`src/hdl/cp8_pkg.sv`:
```
// Shared types, codes and constant tables for the CHIP-8 instruction core.
// Self-contained; used by cp8_ctrl, cp8_dp and the top level.
`timescale 1ns / 1ps
`default_nettype none
package cp8_pkg;

    localparam int          CP8_MEM_DEPTH   = 4096;
    localparam int          CP8_FONT_LEN    = 80;
    localparam logic [11:0] CP8_FONT_BASE   = 12'd80;
    localparam logic [11:0] CP8_START_RESET = 12'h200;
    localparam int          CP8_SCR_H       = 32;
    localparam int          CP8_IN_W        = 56;
    localparam int          CP8_OUT_W       = 104;

    // item kinds carried on tuser
    localparam logic [1:0] OP_LOAD = 2'd0;
    localparam logic [1:0] OP_EXEC = 2'd1;
    localparam logic [1:0] OP_READ = 2'd2;

    // fault codes
    localparam logic [1:0] FLT_NONE  = 2'd0;
    localparam logic [1:0] FLT_OVER  = 2'd1;
    localparam logic [1:0] FLT_UNDER = 2'd2;

    // opcode groups (top nibble)
    localparam logic [3:0] GRP_SYS  = 4'h0;
    localparam logic [3:0] GRP_JP   = 4'h1;
    localparam logic [3:0] GRP_CALL = 4'h2;
    localparam logic [3:0] GRP_SE   = 4'h3;
    localparam logic [3:0] GRP_SNE  = 4'h4;
    localparam logic [3:0] GRP_SER  = 4'h5;
    localparam logic [3:0] GRP_LDI  = 4'h6;
    localparam logic [3:0] GRP_ADDI = 4'h7;
    localparam logic [3:0] GRP_ALU  = 4'h8;
    localparam logic [3:0] GRP_SNER = 4'h9;
    localparam logic [3:0] GRP_SETI = 4'hA;
    localparam logic [3:0] GRP_JPV0 = 4'hB;
    localparam logic [3:0] GRP_RND  = 4'hC;
    localparam logic [3:0] GRP_DRW  = 4'hD;
    localparam logic [3:0] GRP_KEY  = 4'hE;
    localparam logic [3:0] GRP_MISC = 4'hF;

    localparam logic [15:0] INS_CLS = 16'h00E0;
    localparam logic [15:0] INS_RET = 16'h00EE;

    // ALU sub-operations of group 8
    localparam logic [3:0] ALU_MOV  = 4'h0;
    localparam logic [3:0] ALU_OR   = 4'h1;
    localparam logic [3:0] ALU_AND  = 4'h2;
    localparam logic [3:0] ALU_XOR  = 4'h3;
    localparam logic [3:0] ALU_ADD  = 4'h4;
    localparam logic [3:0] ALU_SUB  = 4'h5;
    localparam logic [3:0] ALU_SHR  = 4'h6;
    localparam logic [3:0] ALU_SUBN = 4'h7;
    localparam logic [3:0] ALU_SHL  = 4'hE;

    // low bytes of groups E and F
    localparam logic [7:0] KK_SKP   = 8'h9E;
    localparam logic [7:0] KK_SKNP  = 8'hA1;
    localparam logic [7:0] KK_LDDT  = 8'h07;
    localparam logic [7:0] KK_SETDT = 8'h15;
    localparam logic [7:0] KK_SETST = 8'h18;
    localparam logic [7:0] KK_ADDI  = 8'h1E;
    localparam logic [7:0] KK_FONT  = 8'h29;
    localparam logic [7:0] KK_BCD   = 8'h33;
    localparam logic [7:0] KK_STORE = 8'h55;
    localparam logic [7:0] KK_LOAD  = 8'h65;

    localparam logic [7:0] CP8_FONT [CP8_FONT_LEN] = '{
        8'hF0, 8'h90, 8'h90, 8'h90, 8'hF0, 8'h20, 8'h60, 8'h20, 8'h20, 8'h70,
        8'hF0, 8'h10, 8'hF0, 8'h80, 8'hF0, 8'hF0, 8'h10, 8'hF0, 8'h10, 8'hF0,
        8'h90, 8'h90, 8'hF0, 8'h10, 8'h10, 8'hF0, 8'h80, 8'hF0, 8'h10, 8'hF0,
        8'hF0, 8'h80, 8'hF0, 8'h90, 8'hF0, 8'hF0, 8'h10, 8'h20, 8'h40, 8'h40,
        8'hF0, 8'h90, 8'hF0, 8'h90, 8'hF0, 8'hF0, 8'h90, 8'hF0, 8'h10, 8'hF0,
        8'hF0, 8'h90, 8'hF0, 8'h90, 8'h90, 8'hE0, 8'h90, 8'h90, 8'h90, 8'hE0,
        8'hF0, 8'h80, 8'h80, 8'h80, 8'hF0, 8'hE0, 8'h90, 8'h90, 8'h90, 8'hE0,
        8'hF0, 8'h80, 8'hF0, 8'h80, 8'hF0, 8'hF0, 8'h80, 8'hF0, 8'h80, 8'h80
    };

    typedef enum logic [3:0] {
        UOP_IDLE,
        UOP_ACCEPT,
        UOP_FONT,
        UOP_LOAD,
        UOP_FETCH0,
        UOP_FETCH1,
        UOP_FETCH2,
        UOP_RDX,
        UOP_RDY,
        UOP_EXEC,
        UOP_LOOP_RD,
        UOP_LOOP_WR,
        UOP_STORE,
        UOP_RESULT
    } t_uop;

    typedef struct packed {
        t_uop uop;
    } t_cmd;

    typedef struct packed {
        logic [1:0] op;
        logic [3:0] group;
        logic [3:0] nib_n;
        logic [7:0] kk;
        logic       loop_last;
        logic       font_last;
    } t_status;

    // Decimal digit sel (0 hundreds, 1 tens, 2 ones) of an 8-bit value.
    function automatic logic [7:0] cp8_bcd(input logic [7:0] v, input logic [1:0] sel);
        logic [7:0]  hv;
        logic [1:0]  h;
        logic [6:0]  r;
        logic [14:0] p;
        logic [3:0]  t;
        logic [6:0]  t10;
        logic [3:0]  o;
        hv  = (v >= 8'd200) ? 8'd200 : ((v >= 8'd100) ? 8'd100 : 8'd0);
        h   = (v >= 8'd200) ? 2'd2 : ((v >= 8'd100) ? 2'd1 : 2'd0);
        r   = 7'(v - hv);
        p   = 15'(r) * 15'd205;       // r / 10 for r below 100
        t   = p[14:11];
        t10 = 7'(t) * 7'd10;
        o   = 4'(r - t10);
        case (sel)
            2'd0:    cp8_bcd = {6'b0, h};
            2'd1:    cp8_bcd = {4'b0, t};
            default: cp8_bcd = {4'b0, o};
        endcase
    endfunction

    // Sprite byte placed at column x0 with wraparound; MSB lands at x0.
    function automatic logic [63:0] cp8_sprite_mask(input logic [7:0] bits,
                                                    input logic [5:0] x0);
        logic [63:0]  base;
        logic [127:0] dbl;
        base = '0;
        for (int j = 0; j < 8; j++) begin
            base[j] = bits[7-j];
        end
        dbl = {base, base} << x0;
        cp8_sprite_mask = dbl[127:64];
    endfunction

endpackage
`default_nettype wire

```
`src/hdl/cp8_ctrl.sv`:
```
// Sequencer of the CHIP-8 core: one-hot state machine issuing micro-ops.
// Depends on cp8_pkg.
`timescale 1ns / 1ps
`default_nettype none
module cp8_ctrl (
    input  wire              i_clk,
    input  wire              i_rst_n,
    input  wire              i_in_valid,
    input  wire [1:0]        i_in_op,
    output logic             o_in_ready,
    output logic             o_out_valid,
    input  wire              i_out_ready,
    input  cp8_pkg::t_status i_status,
    output cp8_pkg::t_cmd    o_cmd
);

    typedef enum logic [12:0] {
        S_INIT    = 13'b0000000000001,
        S_IDLE    = 13'b0000000000010,
        S_LOAD    = 13'b0000000000100,
        S_FETCH0  = 13'b0000000001000,
        S_FETCH1  = 13'b0000000010000,
        S_FETCH2  = 13'b0000000100000,
        S_RDX     = 13'b0000001000000,
        S_RDY     = 13'b0000010000000,
        S_EXEC    = 13'b0000100000000,
        S_LOOP_RD = 13'b0001000000000,
        S_LOOP_WR = 13'b0010000000000,
        S_STORE   = 13'b0100000000000,
        S_DONE    = 13'b1000000000000
    } t_state;

    t_state r_state, n_state;
    logic   r_out_valid, n_out_valid;
    logic   can_load;

    assign can_load    = !r_out_valid || i_out_ready;
    assign o_in_ready  = (r_state == S_IDLE);
    assign o_out_valid = r_out_valid;

    always_comb begin
        n_state     = r_state;
        n_out_valid = r_out_valid;
        o_cmd.uop   = cp8_pkg::UOP_IDLE;
        if (r_out_valid && i_out_ready) begin
            n_out_valid = 1'b0;
        end
        case (r_state)
            S_INIT: begin
                o_cmd.uop = cp8_pkg::UOP_FONT;
                if (i_status.font_last) begin
                    n_state = S_IDLE;
                end
            end
            S_IDLE: begin
                if (i_in_valid) begin
                    o_cmd.uop = cp8_pkg::UOP_ACCEPT;
                    case (i_in_op)
                        cp8_pkg::OP_LOAD: n_state = S_LOAD;
                        cp8_pkg::OP_EXEC: n_state = S_FETCH0;
                        default:          n_state = S_DONE;
                    endcase
                end
            end
            S_LOAD: begin
                o_cmd.uop = cp8_pkg::UOP_LOAD;
                n_state   = S_DONE;
            end
            S_FETCH0: begin
                o_cmd.uop = cp8_pkg::UOP_FETCH0;
                n_state   = S_FETCH1;
            end
            S_FETCH1: begin
                o_cmd.uop = cp8_pkg::UOP_FETCH1;
                n_state   = S_FETCH2;
            end
            S_FETCH2: begin
                o_cmd.uop = cp8_pkg::UOP_FETCH2;
                n_state   = S_RDX;
            end
            S_RDX: begin
                o_cmd.uop = cp8_pkg::UOP_RDX;
                n_state   = S_RDY;
            end
            S_RDY: begin
                o_cmd.uop = cp8_pkg::UOP_RDY;
                n_state   = S_EXEC;
            end
            S_EXEC: begin
                o_cmd.uop = cp8_pkg::UOP_EXEC;
                if (i_status.group == cp8_pkg::GRP_DRW && i_status.nib_n != 4'd0) begin
                    n_state = S_LOOP_RD;
                end else if (i_status.group == cp8_pkg::GRP_MISC &&
                             i_status.kk == cp8_pkg::KK_LOAD) begin
                    n_state = S_LOOP_RD;
                end else if (i_status.group == cp8_pkg::GRP_MISC &&
                             (i_status.kk == cp8_pkg::KK_STORE ||
                              i_status.kk == cp8_pkg::KK_BCD)) begin
                    n_state = S_STORE;
                end else begin
                    n_state = S_DONE;
                end
            end
            S_LOOP_RD: begin
                o_cmd.uop = cp8_pkg::UOP_LOOP_RD;
                n_state   = S_LOOP_WR;
            end
            S_LOOP_WR: begin
                o_cmd.uop = cp8_pkg::UOP_LOOP_WR;
                n_state   = i_status.loop_last ? S_DONE : S_LOOP_RD;
            end
            S_STORE: begin
                o_cmd.uop = cp8_pkg::UOP_STORE;
                if (i_status.loop_last) begin
                    n_state = S_DONE;
                end
            end
            S_DONE: begin
                if (can_load) begin
                    o_cmd.uop   = cp8_pkg::UOP_RESULT;
                    n_out_valid = 1'b1;
                    n_state     = S_IDLE;
                end
            end
            default: n_state = S_INIT;
        endcase
    end

    always_ff @(posedge i_clk) begin
        if (!i_rst_n) begin
            r_state     <= S_INIT;
            r_out_valid <= 1'b0;
        end else begin
            r_state     <= n_state;
            r_out_valid <= n_out_valid;
        end
    end

endmodule
`default_nettype wire

```
`config.mk`:
```
export PLATFORM = sky130hd
export DESIGN_NAME = cp8_ctrl
export DESIGN_NICKNAME = d
export VERILOG_FILES = /design/src/hdl/cp8_pkg.sv /design/src/hdl/cp8_ctrl.sv
export SDC_FILE = /design/constraint.sdc
export NUM_CORES = 1
export LEC_CHECK = 0
export BUFFER_PORTS_ARGS = -buffer_cell sky130_fd_sc_hd__buf_4
export CORE_UTILIZATION = 54
export DETAILED_ROUTE_END_ITERATION = 16
export GPL_TIMING_DRIVEN = 0
export PLACE_DENSITY_LB_ADDON = 0.3
export SLEW_MARGIN = 5
export SYNTH_ARGS = -nofsm -noshare
export SYNTH_HDL_FRONTEND = slang
export SYNTH_SLANG_ARGS = --single-unit
```
`constraint.sdc`:
```
create_clock -name i_clk -period 5.3 [get_ports i_clk]
set_input_delay 0 -clock i_clk [delete_from_list [all_inputs] [get_ports i_clk]]
set_output_delay 0 -clock i_clk [all_outputs]
set_load 0.01 [all_outputs]
```
Yosys cells after proc, flatten, opt, wreduce, memory -nomap -nowiden --
Cells that the tools add are included.
Cells by class: eq/ne operators 23, multiplexer cells 16, reductions and logical operators 10
Operator list (number):
- $pmux 13 s13 | 1
- $mux 13 | 8
- $pmux 4 s13 | 1
- $pmux 13 s2 | 1
- $eq 8x7->1 const B | 2
- $eq 13x1->1 const B | 1
- $eq 13x10->1 const B | 1
- $eq 13x11->1 const B | 1
- $eq 13x12->1 const B | 1
- $eq 13x13->1 const B | 1
- $eq 13x2->1 const B | 1
- $eq 13x3->1 const B | 1
- $eq 13x4->1 const B | 1
- $eq 13x5->1 const B | 1
- $eq 13x6->1 const B | 1
- $eq 13x7->1 const B | 1
- $eq 13x8->1 const B | 1
- $eq 13x9->1 const B | 1
- $eq 4x4->1 const B | 2
- $eq 8x6->1 const B | 1
- $ne 2x2->1 const B | 4
- $logic_and 1x1->1 | 4
- $mux 1 | 4
- $mux 4 | 1
- 6 further kinds | 7
Word-level totals: register bits 14, bits of input ports 26, output and inout bits 6

Longest topological paths before layout --
Gate-level depths: netlist of the first run.
depth in word-level cells 7, mapped depth 7, mapped depth without buffers 6

Worst setup path before layout of the first run --
No wires, ideal clock.
kind reg2reg, from reg r_state[4], to reg r_state[12], setup time 0.121 ns, arrival 1.652 ns, data required time 5.179 ns, path slack 3.526 ns, cell stages (with the launch flop) 7, clock period less this slack 1.774 ns, cell sequence dfxtp_1 -> buf_6 -> or4_4 -> nor4_4 -> and4_1 -> or4_4 -> o21ai_2
Between the ends: cells in the longest elaborated chain, start to end 3
Ends and longest elaborated chain:
- start, declared | line cp8_ctrl.sv:33 | t_state r_state, n_state;
- start signal, assigned | line cp8_ctrl.sv:134 | r_state <= n_state;
- $eq 13x13->1 (tied with other cells) | line cp8_ctrl.sv:48 | case (r_state)
- $ne 2x2->1 (no line)
- $reduce_and 4->1 (no line)
Parallel ways exist; a longest one is shown, timed or not. A chain may end at the register's enable or synchronous reset.

Worst setup path in the final report of the first run --
from reg r_state[11], to reg r_state[2]
The elaborated chain is that of the path after synthesis.

==> flow_metrics.tcl, run 1 <==
set metrics [dict create \
    ctsHtreeMaxLevel 1 \
    combPwrFrac 0.242 \
    yosysTopAreaCell "dfxtp_1" \
    drive_above_1_share 0.335 \
    syn_area_mm2 0.00105 \
    cts-root-buf "clkbuf_4" \
    rows 15 \
    r2r_start "r_state[11]" \
    yosysUniqueCellTypes 53 \
    finalWeightedCongestion 0.896 \
    crit_required_ns 5.48 \
    grt_pass1_vias 1014 \
    violations "negative hold slack" \
    setup_ws_ns 2.67 \
    n_antenna_cell 0 \
    portBuffers 29 \
    vias 1200 \
    core_area_mm2 0.00178 \
    p_leak_nw 0.611 \
    drv_cap 0 \
    ys_ff_latch 14 \
    fin_area_mm2 0.00137 \
    dp_slack_ns 3.31 \
    status "finished with violations" \
    start_util 0.592 \
    dpl_cell_area_mm2 0.00130 \
    async_flop_share 0 \
    post_cts_buffers 0 \
    synthFlopType "dfxtp_1" \
    ios 32 \
    clkSlewWorstSetupHoldPaths_ns 0.10 \
    r2r_slack_ns 2.67 \
    hold_viol_final 2 \
    p_sw_frac 0.280 \
    yosys_warnings 0 \
    worstSetupStartpointType "flop" \
    p_per_area_mw_per_mm2 182 \
    synthToLayoutAreaGrowth_pct 29.9 \
    seq_power_share 0.437 \
    antenna_left 0 \
    drc 0 \
    setup_viol 0 \
    postCtsHoldBufs 3 \
    min_from "i_rst_n" \
    worstSetupEndpointType "flop" \
    fillCellCount 134 \
    maxSlewHeadroom 0.389 \
    fmax_mhz 380 \
    hold-worst-slack_ns -0.00442 \
    rsz0062_at_grt "no" \
    dp_hpwl_um 2080 \
    tns_ns 0 \
    syn_nets 154 \
    post-route-period-util 0.497 \
    cts.sinks 14 \
    synth_area_leaders "dfxtp_1 27%, nand2_1 4.3%, nor3_1 3.8%" \
    period_minus_slack_ns 2.63 \
    synth_enable_flop_cells 0 \
    seqCellArea_um2 280 \
    hold_path_class "primary input to flop" \
    slew_violations 0 \
    p_int_w 0.000180 \
    insertion_delay_ns 0.29 \
    grt_pass1_wl_um 4440 \
    crit_type "flop to flop" \
    hold_depth 2 \
    grt_max_degree 11 \
    cp_max_fo 6 \
    cts_resized 0 \
    p_switching_w 0.0000699 \
    critical_path_arrival_ns 2.81 \
    worstMarginPinSlew_ns 0.909 \
    r2r_end "r_state[2]" \
    synth_area_per_cell_um2 8.24 \
    avgViaCountPerCell 6.35 \
    r2r_cells 6 \
    grt_use_total 0.290 \
    cts_made_buffers 3 \
    startpoint "r_state[11]" \
    drtIter0Drc 68 \
    finalWirelength_um 2910 \
    finish.utilization 0.768 \
    die-area_mm2 0.00213 \
    die_x_um 46.2 \
    fin_skew_ns 0.0106 \
    syn_inst 128 \
    ys_seq_area_frac 0.266 \
    grt_remaining_overflow 0 \
    firstDrtPassIters 5 \
    wl_per_cell_um 15.4 \
    p_clk_frac 0.321 \
    dieHeight_um 46.2 \
    nets 191 \
    cts_buffer_depth 2 \
    cts_tree "built" \
    antenna_found_initial 0 \
    synth_top_area_frac 0.266 \
    worst_hold_path.endpoint "r_state[11]" \
    ir_worst_vdd_uv 126 \
    multi_input_area_um2 722 \
]
==> cell type report <==
cell class,count,area share
Inverter,4,0.0110
Tap cell,25,0.0228
Buffer,5,0.0274
Sequential cell,14,0.205
Multi-Input combinational cell,105,0.527
Timing Repair Buffer,32,0.181
Clock buffer,4,0.0265
==> worst max-delay path by stage <==
stage	end	slack, ns	cells past startpoint
6_report	r_state[2]	2.67	6
5_1_grt	r_state[2]	2.58	6
3_3_place_gp	o_cmd[1]	3.31	6
3_5_place_dp	o_cmd[1]	3.31	5
2_1_floorplan	r_state[12]	3.53	6
4_1_cts	r_state[2]	2.76	6
==> flip-flops by register name, summed over array words and instances, names as in the netlist <==
name         count
o_out_valid      1
r_state         13
==> through the flow <==
stage / total power [W] / instances
floorplan: 0.000143 / 128
global placement: 0.000167 / 182
detailed placement: 0.000168 / 182
CTS: 0.000246 / 189
global route: 0.000255 / 189
finish: 0.000250 / 189
==> per-layer routing <==
metal | global-route usage | vias up | wire length, um
met2 | 0.465 | 70 | 1370
met3 | 0.0549 | 9 | 233
li1 | - | 566 | -
met5 | 0 | - | 0
met1 | 0.384 | 555 | 1230
met4 | 0.106 | 0 | 70
==> synthesized netlist by cell type, types with 3 or more instances <==
library cell  count
dfxtp_1          14
nand2_1          12
nor2_1           10
nor3_1            8
o21ai_0           8
nor4_1            4
xor2_1            4
a21oi_1           3
inv_1             3
nand3_1           3
nand3b_1          3
nand4_1           3
nor2b_1           3
nor4_2            3
or4_4             3
==> placed cells by master, fill, tap and decap left out, drive strengths merged, types with 2 or more instances in the layout <==
cell type     n
or3           2
a21oi         4
and4          2
or4           3
nand2        12
dlygate4sd3   3
xor2          4
or4b          2
nor4b         3
nor3          9
clkbuf        5
nand4         3
nor4          8
nand4b        2
or2           2
dfxtp        14
inv           4
buf          33
nand3b        3
o21ai         9
nor2         10
nor2b         3
nand3         4
==> power by group through the flow <==
stage / Clock [W] / Combinational (W) / Sequential (W)
final: 0.0000800 / 0.0000605 / 0.000109
after detailed placement: 0 / 0.0000566 / 0.000112
after CTS: 0.0000777 / 0.0000589 / 0.000109
after global placement: 0 / 0.0000552 / 0.000111
after global routing: 0.0000820 / 0.0000638 / 0.000109
after floorplan: 0 / 0.0000319 / 0.000111
==> logic make-up after synthesis <==
logic type / Yosys count / share of synthesized area
and+or+nand+nor: 76 / 0.489
AOI/OAI and AO/OA: 25 / 0.163
DFF: 14 / 0.266
buffers and inverters: 9 / 0.0498
xor gates and xnor gates: 4 / 0.0332
==> critical path: stages, from the launching register on <==
cell	delay (ns)
dfxtp_1	0.40
nor3_1	0.58
nand3_2	0.27
o31ai_1	0.42
or4_4	0.25
nor4_2	0.04
dlygate4sd3_1	0.54
Power figures use the tool's default switching activity.
==> inputs of run 2 (changes only) <==
- ABC_AREA: default -> 1
- CORE_UTILIZATION: 54 -> 50
- clock period: 5.3 -> 2.7 ns (I/O delays scaled with it)
==> flow_metrics.tcl, run 2 <==
set metrics [dict create \
    start_util 0.535 \
    fmax_mhz 501 \
    ir_worst_vdd_uv 331 \
    die-area_mm2 0.00231 \
    largest_register_ffs 13 \
    dieHeight_um 48.0 \
    core_area_mm2 0.00198 \
    wl_per_cell_um 9.89 \
    worstSetupEndpointType "flop" \
    ios 32 \
    drc 0 \
    synthToLayoutAreaGrowth_pct 31.9 \
    p_switching_w 0.000273 \
    critical_path_arrival_ns 2.18 \
    synth_enable_flop_cells 0 \
    postCtsHoldBufs 5 \
    clkSlewWorstSetupHoldPaths_ns 0.09 \
    max_stage_delay_ns 0.54 \
    ys_seq_area_frac 0.264 \
    crit_family "simple AND/OR/NAND/NOR gates" \
    synth_area_per_cell_um2 6.23 \
    antenna_left 0 \
    dp_slack_ns 1.19 \
    r2r_slack_ns 0.70 \
    synth_top_area_frac 0.264 \
    status "complete, no violations" \
    cts_made_buffers 3 \
    maxSlewHeadroom 0.772 \
    die_x_um 48.0 \
    vias 1169 \
    r2r_start "r_state[8]" \
    grt_remaining_overflow 0 \
    final_common_cell "nor2_1" \
    post-route-period-util 0.740 \
    grt_pass1_vias 981 \
    wl_met1_um 1020 \
    syn_nets 196 \
    cts_buffer_depth 2 \
    yosysTopAreaCell "dfxtp_1" \
    min_from "i_status[1]" \
    period_minus_slack_ns 2.00 \
    rows 16 \
    syn_area_mm2 0.00106 \
    firstDrtPassIters 4 \
    rsz0062_at_grt "no" \
    top_register "r_state" \
    synthFlopType "dfxtp_1" \
    p_sw_frac 0.387 \
    post_cts_buffers 0 \
    seq_power_share 0.333 \
    ctsHtreeMaxLevel 1 \
    setup_ws_ns 0.703 \
    p_int_w 0.000432 \
    final_cell_mix "34 x nor2_1, 33 x nand2_1, 29 x buf_4" \
    slew_violations 0 \
    cts_tree "built" \
    wl_met3_um 107 \
    antenna_found_initial 0 \
    yosys-top-cells-count "34 x nor2_1, 33 x nand2_1, 20 x inv_1, 19 x nand3_1, 14 x dfxtp_1" \
    p_per_area_mw_per_mm2 504 \
    cts-root-buf "clkbuf_4" \
    cp_max_fo 10 \
    topRoutingLayerUsed "met4" \
    fin_skew_ns 0.00880 \
    async_flop_share 0 \
    yosys_warnings 0 \
    finalWeightedCongestion 0.846 \
    p_leak_nw 0.731 \
    cts.sinks 14 \
    grt_pass1_wl_um 3770 \
    n_antenna_cell 0 \
    nets 235 \
    worstMarginPinSlew_ns 0.341 \
    synth.most_common_cell "nor2_1" \
    dp_hpwl_um 1890 \
    cts_resized 0 \
    drv_cap 0 \
    p_clk_frac 0.218 \
    finalWirelength_um 2320 \
    syn_inst 170 \
    hold_viol_final 0 \
    portBuffers 29 \
    grt_max_degree 11 \
    synth_area_leaders "dfxtp_1 26%, nor2_1 12%, nand2_1 12%" \
    wl_met2_um 1160 \
    crit_required_ns 2.89 \
    ys_ff_latch 14 \
    combPwrFrac 0.449 \
    yosysUniqueCellTypes 20 \
    hold_path_class "primary input to flop" \
    dp.cells 226 \
    cp_cell_sequence "nor2_1 -> inv_2 -> nor2_8 -> nand2_1 -> nor2_1 -> nor3_4 -> nand4_1 -> dlygate4sd3_1 -> inv_1" \
    cpMostUsedCell "nor2_1" \
    avgViaCountPerCell 4.97 \
    setup_viol 0 \
    tns_ns 0 \
    grt_use_total 0.231 \
    startpoint "r_state[8]" \
    crit_type "flop to flop" \
    stdcell_count 235 \
    critPathBufInv 3 \
    drtIter0Drc 33 \
    insertion_delay_ns 0.29 \
    critPathSlowestCell "dlygate4sd3_1" \
    drive_above_1_share 0.274 \
    worstSetupStartpointType "flop" \
]
run 2: cell count changes after synthesis, moves of 4 or more:
cell / before / now
nor4_1: 4 / 0
nand4_1: 3 / 7
o21ai_0: 8 / 2
nand2_2: 0 / 5
nand2_4: 0 / 5
nor3_1: 8 / 4
inv_1: 3 / 20
nand3_1: 3 / 19
nor2_2: 0 / 5
xor2_1: 4 / 0
nand2_1: 12 / 33
nor2_1: 10 / 34
run 2: layout make-up:
type / instances / area (um^2)
repair buffers: 34 / 268
multi-input cells: 131 / 686
inverters: 25 / 93.8
fillers: 166 / 584
flip-flops and latches: 14 / 280
clock buffers: 4 / 36.3
well taps: 27 / 33.8
run 2: kinds of logic (layout without fill, tap and decap cells):
family	after synthesis	after routing	synth area share
and+or+nand+nor	120	120	0.595
DFF	14	14	0.264
buffers and inverters	25	63	0.0885
AOI/OAI and AO/OA	11	11	0.0519
run 2: final timing paths:
check / endpoint / cells past startpoint
max reg2reg: r_state[3] / 9
max: r_state[3] / 9
min: r_state[9] / 4
min reg2reg: r_state[0] / 2
run 2: through the flow:
stage / hold slack (ns) / utilization / power [W] / instance area, um^2
after floorplan: 0.0689 / - / 0.000460 / 1060
after global placement: 0.221 / 0.662 / 0.000544 / 1310
final: 0.00868 / 0.705 / 0.000705 / 1400
after detailed placement: 0.228 / 0.662 / 0.000548 / 1310
after CTS: 0.00842 / 0.705 / 0.000705 / 1400
after global routing: 0.0427 / 0.705 / 0.000755 / 1400
run 2: power by group through the flow:
stage / registers (W) / logic (W) / clock network, W
2_1_floorplan: 0.000237 / 0.000223 / 0
3_3_place_gp: 0.000239 / 0.000305 / 0
3_5_place_dp: 0.000239 / 0.000309 / 0
4_1_cts: 0.000234 / 0.000315 / 0.000155
5_1_grt: 0.000236 / 0.000355 / 0.000164
6_report: 0.000234 / 0.000317 / 0.000154
run 2: tightest hold or removal path, delay by kind of cell:
kind / cells / cell delay [ns]
simple gates: 1 / 0.07
buf+inv: 2 / 0.12
compound gates: 1 / 0.06
run 2: routing by layer:
metal	GRT usage	up-vias
li1	-	617
met1	0.296	514
met2	0.400	34
met3	0.0226	4
met4	0.0833	0
met5	0	-
==> inputs of run 3 (changes only) <==
- ABC_AREA: 1 -> 0
- clock period: 2.7 -> 2.1 ns (I/O delays scaled with it)
==> flow_metrics.tcl, run 3 (same netlist as run 1, synthesis figures left out) <==
set metrics [dict create \
    worst_hold_path.endpoint "o_out_valid" \
    drtIter0Drc 13 \
    start_util 0.532 \
    p_leak_nw 0.692 \
    final_common_cell "buf_4" \
    violations "negative setup slack" \
    ctsHtreeMaxLevel 1 \
    worstSetupEndpointType "primary output" \
    post-route-period-util 1.03 \
    hold_viol_final 0 \
    min_from "i_out_ready" \
    rows 16 \
    r2r_cells 6 \
    portBuffers 29 \
    maxSlewHeadroom 0.702 \
    fillCellCount 136 \
    vias 1189 \
    drc 0 \
    r2r_start "r_state[3]" \
    tns_ns -0.0850 \
    cts_buffer_depth 2 \
    clkSlewWorstSetupHoldPaths_ns 0.09 \
    status "finished with violations" \
    core_area_mm2 0.00198 \
    use_met1 0.348 \
    die_x_um 47.9 \
    p_per_area_mw_per_mm2 400 \
    hold_path_class "primary input to flop" \
    cp_cell_sequence "or4_4 -> nor4_4 -> nand3b_1 -> nor2b_4 -> or2b_1 -> buf_4" \
    cts-root-buf "clkbuf_4" \
    antenna_found_initial 0 \
    period_minus_slack_ns 2.16 \
    fin_skew_ns 0.00318 \
    met2_usage 0.462 \
    grt.busiest_layer "met2" \
    rsz0062_at_grt "yes" \
    setup_viol 4 \
    antenna_left 0 \
    finish.utilization 0.762 \
    final_cell_mix "36 x buf_4, 11 x nand2_1, 10 x nor2_1" \
    largest_register_ffs 13 \
    grt_use_total 0.287 \
    drv_cap 0 \
    insertion_delay_ns 0.29 \
    grt_pass1_vias 1032 \
    grt_remaining_overflow 0 \
    critical_path_arrival_ns 2.16 \
    avgViaCountPerCell 6.13 \
    grt_max_degree 11 \
    setup_ws_ns -0.0580 \
    r2r_slack_ns 0.09 \
    hold_depth 4 \
    dieHeight_um 47.9 \
    ir_worst_vdd_uv 339 \
    worstSetupStartpointType "flop" \
    dp_hpwl_um 2030 \
    cts_tree "built" \
    finalWirelength_um 2990 \
    worstMarginPinSlew_ns 0.443 \
    crit_type "flop to primary output" \
    ios 32 \
    max_stage_delay_ns 0.56 \
    cp_max_fo 6 \
    firstDrtPassIters 4 \
    grtUsageMet3 0.0377 \
    top_register "r_state" \
    wl_per_cell_um 15.4 \
    nets 195 \
    cts.sinks 14 \
    n_antenna_cell 0 \
    critPathSlowestCell "or4_4" \
    grt_pass1_wl_um 4460 \
    fmax_mhz 463 \
    cts_made_buffers 3 \
    r2r_end "r_state[3]" \
    finalWeightedCongestion 0.861 \
    die-area_mm2 0.00230 \
    synthToLayoutAreaGrowth_pct 43.2 \
    slew_violations 0 \
    drive_above_1_share 0.437 \
    crit_required_ns 2.10 \
]
run 3: through the flow:
step,total power (W),cell area (um^2),hold slack [ns],worst slack (ns),std cells
floorplan,0.000361,1050,0.0710,0.326,128
global placement,0.000421,1310,0.171,0.0989,184
detailed placement,0.000424,1310,0.175,0.121,184
CTS,0.000596,1450,0.0473,-0.0182,191
global route,0.000637,1510,0.0744,-0.113,194
finish,0.000604,1510,0.0429,-0.0580,194
run 3: report_power, final:
part,internal (W),switching (W)
clock,0.0000668,0.0000934
combinational,0.0000908,0.0000776
sequential,0.000268,0.00000759
run 3: metal layers:
metal / wire length [um] / up-vias
met5: 0 / -
li1: - / 572
met2: 1430 / 55
met4: 101 / 0
met1: 1320 / 553
met3: 143 / 9
run 3: worst max-delay path by stage:
stage,start,endpoint,slack [ns],depth (start not counted)
CTS,r_state[0],o_cmd[3],-0.02,6
detailed placement,r_state[4],r_state[12],0.12,6
global placement,r_state[4],r_state[12],0.1,6
floorplan,r_state[4],r_state[12],0.33,6
global route,r_state[6],o_cmd[3],-0.11,6
finish,r_state[4],o_cmd[3],-0.06,6
run 3: cell type report:
cell class,count,area (um^2),share of cell area
Sequential cell,14,299,0.198
Tap cell,27,33.8,0.0224
Multi-Input combinational cell,105,816,0.540
Inverter,4,15.0,0.00994
Clock buffer,3,22.5,0.0149
Timing Repair Buffer,41,324,0.215
run 3: critical path, delay by kind of cell, from the launching register on:
kind,cells,cell delay [ns]
AND/OR/NAND/NOR,5,1.39
flip-flops,1,0.37
buffers and inverters,1,0.11
run 3: repair_timing:
item	CTS	global route
hold endpoints to repair	4	0
hold buffers	3	0
gates resized for setup	21	7
buffers inserted	6	3
endpoints found under the setup margin	4	4
pin swaps	6	4
